<file path="config.mk">
export PLATFORM = sky130hd
export DESIGN_NAME = sbfd_ram
export DESIGN_NICKNAME = d
export VERILOG_FILES = /design/src/rtl/stiff_bar_finite_difference_synth_top_macros.svh /design/src/rtl/sbfd_ram.sv
export SDC_FILE = /design/constraint.sdc
export NUM_CORES = 2
export LEC_CHECK = 0
export BUFFER_PORTS_ARGS = -buffer_cell sky130_fd_sc_hd__clkbuf_2
export CORE_ASPECT_RATIO = 2
export CORE_MARGIN = 3
export CORE_UTILIZATION = 40
export CTS_CLUSTER_SIZE = 12
export DETAILED_ROUTE_END_ITERATION = 8
export SLEW_MARGIN = 20
export SYNTH_ARGS = -nofsm -noshare
export SYNTH_HDL_FRONTEND = slang
export SYNTH_SLANG_ARGS = --single-unit
</file>
<file path="constraint.sdc">
create_clock -name clk -period 5.17 [get_ports clk]
set_input_delay 1.034 -clock clk [delete_from_list [all_inputs] [get_ports clk]]
set_output_delay 1.034 -clock clk [all_outputs]
set_load 0.005 [all_outputs]
</file>
<file path="src/rtl/stiff_bar_finite_difference_synth_top_macros.svh">
// Assertion macros shared by the stiff bar synthesizer RTL.
`ifndef STIFF_BAR_FINITE_DIFFERENCE_SYNTH_TOP_MACROS_SVH
`define STIFF_BAR_FINITE_DIFFERENCE_SYNTH_TOP_MACROS_SVH
`ifndef SYNTHESIS
`define SBFD_ASSERT(lbl, prop, msg) \
	lbl: assert property (@(posedge clk) disable iff (!arst_n) prop) else $error(msg);
`define SBFD_NEVER(lbl, cond, msg) \
	lbl: assert property (@(posedge clk) disable iff (!arst_n) !(cond)) else $error(msg);
`else
`define SBFD_ASSERT(lbl, prop, msg)
`define SBFD_NEVER(lbl, cond, msg)
`endif
`endif

</file>
<file path="src/rtl/sbfd_ram.sv">
// Generic single-port-write, single-port-read RAM with registered read data.
module sbfd_ram #(
	parameter int WIDTH = 32,
	parameter int DEPTH = 128
) (
	input  logic                     clk,
	input  logic                     we,
	input  logic [$clog2(DEPTH)-1:0] waddr,
	input  logic [WIDTH-1:0]         wdata,
	input  logic [$clog2(DEPTH)-1:0] raddr,
	output logic [WIDTH-1:0]         rdata
);

	logic [WIDTH-1:0] mem [DEPTH];

	always_ff @(posedge clk) begin
		if (we) begin
			mem[waddr] <= wdata;
		end
		rdata <= mem[raddr];
	end

endmodule

</file>
==> results.py <==
metrics = {
    "timing": {
        "finalMaxSlewViolations": 0,
        "slew_headroom_pct": 22.1,
        "fmax_mhz": 286,
        "worst_pin_slew_ps": 1170,
        "rsz0062_at_grt": "false",
        "tns_ps": 0,
        "fin_crit_ps": 3500,
        "setup_viol": 0,
        "whs_ps": 562,
        "final_hold_viol_count": 0,
        "period_share_pct": 67.6,
        "finClkSkew_ps": 64.7,
    },
    "critical_path": {
        "worstPathArrival_ps": 4330,
        "critPathBufInv": 3,
        "path_common_cell": "mux4_2",
        "crit_chain": "buf_12, buf_12, buf_4, mux4_2, mux4_2, mux4_2, mux2_2",
        "path_class": "in2reg",
        "start_kind": "primary input",
        "max_stage_delay_ps": 690,
        "cp_max_fo": 35,
        "crit_path_top_delay_cell": "mux4_2",
        "worstPathRequired_ps": 6000,
        "cp-end-kind": "flop",
        "cp_top_family": "multiplexers",
    },
    "route": {
        "drc": 0,
        "drt-initial-drc-count": 9086,
        "vias": 71027,
        "ant_nets": 0,
        "first_pass_iters": 7,
        "wirelength_um": 448000,
        "via_per_inst": 5.94,
        "wl_per_cell_um": 37.5,
    },
    "floorplan": {
        "dieArea_um2": 399000,
        "die_h_um": 890,
        "rows": 324,
        "initial_core_util_pct": 40.2,
        "coreArea_um2": 389000,
        "fp.dieW_um": 448,
        "io_pins": 80,
    },
    "synthesis": {
        "synth-adder-area-share_pct": 0,
        "muxShareOfSynthArea_pct": 19.6,
        "synth.avg_cell_area_um2": 26.1,
        "yosys.area_share.simple_pct": 0.446,
        "synth_fp_nets": 6038,
        "post_synth_xor_area_fraction_pct": 0,
        "synth_area_um2": 156000,
        "synth_compound_area_share_pct": 0,
        "synth_top_family_by_area": "multiplexers",
        "yosysWarnings": 0,
        "ys_ff_latch": 4128,
        "synth_cell_types": 17,
        "syn_inst": 5990,
        "seq_area_frac_synth_pct": 79.1,
    },
    "global_route": {
        "grt_antenna_before_repair": 95,
        "grt_first_pass_wirelength_um": 616000,
        "grt_max_degree": 129,
        "grtUsageTotal_pct": 22.6,
        "grt-ovfl-total": 0,
        "grt_pass1_vias": 74242,
    },
    "final_layout": {
        "layout_common_cells": "4096 x edfxtp_1, 1344 x mux4_2, 393 x clkbuf_16",
        "mostFrequentLayoutCell": "edfxtp_1",
        "nets": 6520,
        "area_growth_pct": 13.6,
        "fill_cells": 31597,
        "final-seq-area_um2": 124000,
        "drive_gt1_share_pct": 35.3,
        "multi_input_area_um2": 32300,
    },
    "hold_path": {
        "hold_path_class": "in2reg",
    },
    "cts": {
        "clock-root-buffer": "clkbuf_16",
        "cts_buffer_depth": 4,
        "h-tree-depth": 5,
        "cts_tree": "built",
        "cts_sinks": 4128,
        "hold_buffers": 0,
        "clock_latency_ps": 950,
        "cts_inserted_buffers": 387,
        "cts_resized": 0,
        "postCtsSetupBuffers": 0,
        "clk_pin_slew_ps": 60,
    },
    "job": {
        "cap_violations": 0,
    },
    "power": {
        "leakagePower_nw": 53.4,
        "power_density_nw_per_um2": 374,
        "ir_worst_vdd_uv": 269,
    },
    "placement": {
        "hpwl_um": 262000,
        "port_buffers": 79,
        "gp_congestion": 0.837,
    },
    "status": {
        "status": "completed",
    },
}
-- kinds of logic after synthesis --
| group | after synthesis |
|---|---|
| DFF | 4128 |
| muxes | 1376 |
| and+or+nand+nor | 170 |
| buffers and inverters | 316 |
-- worst paths after layout --
kind | start | endpoint | slack (ps) | depth (start not counted)
setup reg to reg | mem[119][13] | rdata[13] | 2530 | 4
hold / removal | wdata[21] | mem[91][21] | 560 | 1
hold reg to reg | mem[56][3] | rdata[3] | 1120 | 4
setup / recovery | raddr[0] | rdata[8] | 1670 | 7
-- Yosys cell counts --
cell type  instances  area share [%]
nand3_1           12           0.038
or3_1              1          0.0040
buf_2             79            0.25
nor3_1             9           0.029
buf_4              3           0.014
nand2_1           14           0.034
mux2_2            32            0.23
nor2b_1            7           0.028
edfxtp_1        4096              79
nor2_1           122            0.29
mux4_2          1344              19
nand2b_1           2          0.0080
nand4_1            3           0.012
buf_6              2           0.014
dfxtp_1           32            0.41
clkbuf_1         182            0.44
buf_1             50            0.12
-- routing by layer --
layer  wire, µm  track usage (%)  vias up
li1           -                -    27420
met1     149000             26.2    39557
met2     238000             39.1     3291
met3      29300             2.79      747
met4      31700             15.6       12
met5         74                0        -
-- where the power goes --
| part | switching, mW | internal, mW | total (mW) | leakage, nW |
|---|---|---|---|---|
| clock network | 11.6 | 13.8 | 25.4 | 5.05 |
| registers | 0.157 | 37.0 | 37.1 | 37.1 |
| logic | 2.42 | 1.42 | 3.84 | 11.2 |
-- through the flow --
step	setup slack (ps)	utilization [%]	instances	area [µm²]	total power, mW
after floorplan	897	-	5990	156000	39.5
after global placement	729	42.7	11133	166000	41.6
after detailed placement	730	42.7	11133	166000	41.7
after CTS	1750	45.4	11642	177000	66.8
after global routing	1660	45.6	11943	177000	68.0
final	1670	45.6	11965	178000	66.4
-- flip-flops by register name, indices dropped and copies added, names as in the netlist --
name   flops
mem     4096
rdata     32
-- layout make-up --
type                            instances  area share, %
Multi-Input combinational cell       1546           18.2
Sequential cell                      4128           69.6
Tap cell                             5053           3.56
Antenna cell                          320          0.451
Clock inverter                         15          0.110
Timing Repair Buffer                  409           2.30
Clock buffer                          494           5.75
No activity file was read; power rests on OpenSTA's default activity.
